===== config.mk =====
export PLATFORM = sky130hd
export DESIGN_NAME = vps_green
export DESIGN_NICKNAME = d
export VERILOG_FILES = /design/src/hdl/vps_pkg.sv /design/src/hdl/vps_green.sv
export SDC_FILE = /design/constraint.sdc
export NUM_CORES = 1
export LEC_CHECK = 0
export BUFFER_PORTS_ARGS = -buffer_cell sky130_fd_sc_hd__buf_2
export CAP_MARGIN = 30
export CORE_MARGIN = 2
export CORE_UTILIZATION = 35
export DETAILED_ROUTE_END_ITERATION = 12
export HOLD_SLACK_MARGIN = 0.12
export PLACE_DENSITY = 0.57
export SLEW_MARGIN = 25
export SYNTH_ARGS = -nofsm -noshare
export SYNTH_HDL_FRONTEND = slang
export SYNTH_SLANG_ARGS = --single-unit
export TNS_END_PERCENT = 5

===== constraint.sdc =====
create_clock -name clk_i -period 5.95 [get_ports clk_i]
set_input_delay 0.8925 -clock clk_i [delete_from_list [all_inputs] [get_ports clk_i]]
set_output_delay 0.8925 -clock clk_i [all_outputs]
set_load 0.05 [all_outputs]

===== src/hdl/vps_pkg.sv =====
// shared types and constants for the verlet particle step unit
// no dependencies
package vps_pkg;

  localparam int CFG_IDX_W  = 3;
  localparam int CFG_DATA_W = 17;

  typedef enum logic [CFG_IDX_W-1:0] {
    REG_TIME_STEP       = 3'd0,
    REG_INVERSE_MASS    = 3'd1,
    REG_WINDOW_WIDTH    = 3'd2,
    REG_WINDOW_HEIGHT   = 3'd3,
    REG_PARTICLE_RADIUS = 3'd4,
    REG_RESTITUTION     = 3'd5
  } cfg_reg_e;

  typedef enum logic [1:0] {
    WALL_NONE = 2'd0,
    WALL_X    = 2'd1,
    WALL_Y    = 2'd2
  } wall_sel_e;

  localparam logic [15:0] TIME_STEP_RST       = 16'd1092;
  localparam logic [15:0] INVERSE_MASS_RST    = 16'd256;
  localparam logic [14:0] WINDOW_WIDTH_RST    = 15'd800;
  localparam logic [14:0] WINDOW_HEIGHT_RST   = 15'd600;
  localparam logic [15:0] PARTICLE_RADIUS_RST = 16'd1280;
  localparam logic [16:0] RESTITUTION_RST     = 17'd52429;

  localparam int          DT2_ROUND = 32768;
  localparam logic [15:0] DT2_RST   = 16'((1092 * 1092 + DT2_ROUND) >> 16);

  // 25.5^2 * 4, green scale for the squared step length
  localparam int          GREEN_SCALE = 2601;
  localparam int          SPEED_LIMIT = 10;
  localparam int          LEVEL_W     = 8;
  localparam logic [LEVEL_W-1:0] LEVEL_MAX = 8'd255;

endpackage


===== src/hdl/vps_green.sv =====
// pipelined search for the colour step count, one bit of the count per stage
// depends on vps_pkg
module vps_green #(
  parameter int FB    = 8,
  parameter int PAY_W = 98
) (
  input  logic                 clk_i,
  input  logic                 rst_ni,
  input  logic                 en_i,
  input  logic                 valid_i,
  input  logic [2*FB+22:0]     t_i,
  input  logic [PAY_W-1:0]     pay_i,
  output logic                 valid_o,
  output logic [vps_pkg::LEVEL_W-1:0] green_o,
  output logic [PAY_W-1:0]     pay_o
);
  import vps_pkg::*;

  localparam int TW = 2 * FB + 23;
  localparam int NS = LEVEL_W;

  logic              v_q   [NS+1];
  logic [LEVEL_W-1:0] m_q  [NS+1];
  logic [TW-1:0]     t_q   [NS+1];
  logic [PAY_W-1:0]  pay_q [NS+1];

  always_ff @(posedge clk_i or negedge rst_ni) begin
    if (!rst_ni) begin
      v_q[0] <= 1'b0;
    end else if (en_i) begin
      v_q[0] <= valid_i;
    end
  end

  always_ff @(posedge clk_i) begin
    if (en_i) begin
      m_q[0]   <= '0;
      t_q[0]   <= t_i;
      pay_q[0] <= pay_i;
    end
  end

  // largest m with (2m)^2 * 2^(2*FB) below t, most significant bit first
  for (genvar j = 1; j <= NS; j++) begin : g_stage
    logic [LEVEL_W-1:0]   trial;
    logic [2*LEVEL_W-1:0] sqr;
    logic [TW-1:0]        f;

    assign trial = m_q[j-1] | (LEVEL_W'(1) << (NS - j));
    assign sqr   = trial * trial;
    assign f     = TW'(sqr) << (2 * FB + 2);

    always_ff @(posedge clk_i or negedge rst_ni) begin
      if (!rst_ni) begin
        v_q[j] <= 1'b0;
      end else if (en_i) begin
        v_q[j] <= v_q[j-1];
      end
    end

    always_ff @(posedge clk_i) begin
      if (en_i) begin
        m_q[j]   <= (f < t_q[j-1]) ? trial : m_q[j-1];
        t_q[j]   <= t_q[j-1];
        pay_q[j] <= pay_q[j-1];
      end
    end
  end

  // level is LEVEL_MAX - m - 1 (zero at m = LEVEL_MAX), or LEVEL_MAX for t zero
  always_comb begin
    if (t_q[NS] == '0) begin
      green_o = LEVEL_MAX;
    end else if (m_q[NS] == LEVEL_MAX) begin
      green_o = '0;
    end else begin
      green_o = LEVEL_MAX - m_q[NS] - LEVEL_W'(1);
    end
  end

  assign valid_o = v_q[NS];
  assign pay_o   = pay_q[NS];

endmodule


==> results.txt <==
----------------------------------------------------
[Outcome]
  Result of the run ... finished clean

[Critical path]
  Number of cells on the worst reg-to-reg path ... 19
  Critical path start-end classification ... reg -> reg
  Internal reg-to-reg setup slack ... 0.30 ns
  Required time at the worst-slack endpoint ... 6.49 ns
  CP Capture Type ... flip-flop
  CP Launch Type ... flip-flop
  Peak fanout along the critical path ... 8
  Worst reg2reg path startpoint ... m_q[0][62]
  Arrival time of data at the critical path endpoint ... 6.20 ns
  RR Endpoint ... m_q[0][64]

[Clock tree]
  Clock tree from TritonCTS ... built
  Worst-skew pair later-pin latency ... 0.75 ns
  Count of clock tree sinks ... 1278
  Total CTS buffers ... 133
  Clock buffer depth ... 3
  Cell at the root of the clock tree ... clkbuf_16
  Clk slew on worst S/H paths ... 0.06 ns
  H-tree levels ... 4

[GRT]
  Maximum number of pins on one net before global-route repair ... 173
  Total congestion overflow ... 0
  Antenna violations before repair ... 31
  Combined global-route utilization of all metal layers ... 10.2%
  Vias in the first global route ... 19600
  First-pass GRT wire length ... 106000 µm

[Floorplan]
  Count of boundary I/O pins ... 248
  Area inside the core boundary ... 127000 µm²
  Placement Rows ... 131
  Area enclosed by the die boundary ... 131000 µm²
  Die Span Y ... 362 µm
  Starting utilization of the core area ... 35.2%
  Horiz. Die Dim ... 362 µm

[Routing]
  Number of antenna-violating nets in the routed design ... 0
  Starting DRT DRC Count ... 1270
  Final Routed Wirelength ... 66500 µm
  Vias per inst ... 4.37
  DRC violations left ... 0
  First-pass iteration count of the detailed router ... 7
  Routed wire per std cell ... 15.5 µm
  Total number of vias ... 18700

[Synth]
  Count of warnings emitted by yosys ... 0
  Post-synth ARST share ... 0.704%
  Number of distinct library cells after synthesis ... 54
  Post-synth EDFFs ... 1269
  Synthesized instance count ... 2117
  Proportion of synthesized chip area in sequential cells ... 85.4%
  Primary FF master, synth ... edfxtp_1
  Mapped Area ... 44900 µm²
  Syn_nets ... 2467
  Top-count cell post-synth ... edfxtp_1
  Top cells by area, synth ... edfxtp_1 85%, ha_1 4.3%, fa_1 2.4%
  Synthesized area per cell ... 21.2 µm²
  Top-area cell type share of the netlist area ... 84.9%
  Flip-flop and latch count after synthesis ... 1278
  Most area-hungry cell type in the Yosys netlist ... edfxtp_1
  Most instantiated cells after synthesis ... 1269 x edfxtp_1, 188 x inv_1, 155 x ha_1

[Worst hold path]
  Hold Path Sink ... pay_q[0][19]
  HP Start ... pay_i[19]
  Hold Crit Class ... in -> reg
  Worst hold stages ... 1

[Power and ir drop]
  Pwr per Cell Area ... 399 nW/µm²
  Power Internal ... 0.0161 W
  Switching part of the total power ... 23.5%
  Leakage power of the design ... 19.3 nW
  Sequential cell fraction of total power ... 51.0%
  Max rail drop VDD ... 0.000284 V
  Clk network pwr share ... 38.0%
  Proportion of power drawn by combinational gates ... 11.0%
  Net switching power ... 0.00496 W
  Total power draw ... 0.0211 W

[STA]
  Minimum clock period ... 5.65 ns
  Final total negative setup slack ... 0 ns
  Worst rel slew slack ... 40.2%
  Final Hold Fails ... 0
  Slew at the pin closest to its max-slew limit ... 0.897 ns
  Final period util ... 95.0%
  Number of max-slew violations in the final report ... 0
  Setup ws final ... 0.296 ns
  Final setup skew ... 0.0281 ns
  Final setup violation count ... 0
  Max Freq ... 177 MHz

[Layout]
  Final std cells w/o fill ... 4289
  Area used by sequential logic in the layout ... 38300 µm²
  Final core utilization ... 41.5%
  Multi-input gate area ... 5820 µm²
  Number of nets in the finished design ... 2869
  Count of fill cells added during filler insertion ... 11100
  Share of final-layout standard cells stronger than drive strength 1 ... 17.8%
  Area growth syn-to-layout ... 17.7%

[Placement]
  Worst slack after detailed placement ... 0.163 ns
  Quantity of I/O buffers inserted on ports ... 247
  Final RePlAce weighted congestion ... 0.778
  Cell count after placement ... 4039
  Dpl hpwl ... 42500 µm

[Job]
  Number of violations of the max-capacitance limit ... 0

----------------------------------------------------
-- logic make-up (layout without fill, tap and decap cells) --
kind of cell,count (synthesis),count (layout),synth area share [%]
DFF,1278,1278,85.4
and+or+nand+nor,246,246,2.96
adders and majority gates,209,209,6.73
buffers and inverters,194,696,1.62
AOI/OAI and AO/OA,117,117,1.77
xor gates and xnor gates,61,61,1.19
muxes,12,12,0.293
other,0,8,0
-- state kept, by name (all words and copies together), names as in the netlist --
| name | cells |
|---|---|
| m_q | 36 |
| pay_q | 882 |
| t_q | 351 |
| v_q | 8 |
| valid_o | 1 |
-- power groups by stage --
| stage | sequential (W) | clock, W | combinational (W) |
|---|---|---|---|
| CTS | 0.0108 | 0.00829 | 0.00233 |
| global placement | 0.0109 | 0 | 0.00221 |
| global route | 0.0108 | 0.00866 | 0.00262 |
| detailed placement | 0.0109 | 0 | 0.00231 |
| floorplan | 0.0110 | 0 | 0.00148 |
| finish | 0.0107 | 0.00801 | 0.00232 |
-- cell type report --
cell class / instances / share of cell area [%]
clock buffer: 167 / 6.58
inverter: 188 / 1.34
antenna: 8 / 0.0379
timing repair buffer: 273 / 2.92
clock inverter: 68 / 1.60
sequential: 1278 / 72.6
multi-input combinational: 645 / 11.0
tap: 1662 / 3.94
-- through the flow --
step / area (µm²) / hold WS (ns)
global placement: 48400 / 0.400
global route: 52800 / 0.238
finish: 52800 / 0.307
floorplan: 44900 / 0.400
CTS: 52700 / 0.222
detailed placement: 48400 / 0.405
-- worst max-delay path: stages (launching register included) --
cell and delay (ns):
edfxtp_1 0.53, and2_1 0.25, fa_1 0.49, fa_1 0.55
inv_1 0.06, fa_1 0.50, fa_1 0.55, inv_1 0.05
ha_1 0.32, or2_1 0.25, o31ai_2 0.08, a21oi_2 0.07
a41o_1 0.27, o41ai_2 0.25, xnor2_1 0.17, ha_1 0.27
a21o_1 0.18, a211oi_1 0.25, o31ai_1 0.12, o21ai_0 0.24
-- worst max-delay path by stage --
| stage | cells after the start | startpoint | end |
|---|---|---|---|
| final | 19 | m_q[0][62] | m_q[0][64] |
| after global routing | 20 | m_q[0][63] | m_q[0][64] |
| after CTS | 20 | m_q[0][63] | m_q[0][64] |
| after detailed placement | 20 | m_q[0][63] | m_q[0][64] |
| after global placement | 20 | m_q[0][63] | m_q[0][64] |
| after floorplan | 19 | m_q[0][58] | m_q[0][64] |
-- per-layer routing --
| layer | up-vias | track usage [%] | part of all wire, % |
|---|---|---|---|
| met5 | - | 0 | 0.30 |
| met4 | 34 | 3.75 | 2.5 |
| met3 | 170 | 4.03 | 6.9 |
| met2 | 373 | 16.3 | 48 |
| met1 | 9217 | 12.6 | 42 |
| li1 | 8946 | - | - |
-- layout by cell type (no fill, tap or decap), types with 17 or more instances in the layout --
master     count
fa_1          54
a21o_1        20
clkinv_1      28
nand2_1       45
buf_4         18
buf_2        246
clkbuf_1      33
nor2_1        37
o21ai_0       17
ha_1         155
nor4_1        57
clkbuf_16    134
nor3_1        18
edfxtp_1    1269
and2_1        23
inv_1        188
a21oi_1       32
xnor2_1       52
-- timing repair --
action,in CTS,in global routing
resized for setup,0,3
hold buffers,1,0
endpoints found under the setup margin,0,2
hold endpoints to repair,9,0
setup buffers,0,5
No activity file was read; power rests on OpenSTA's default activity.
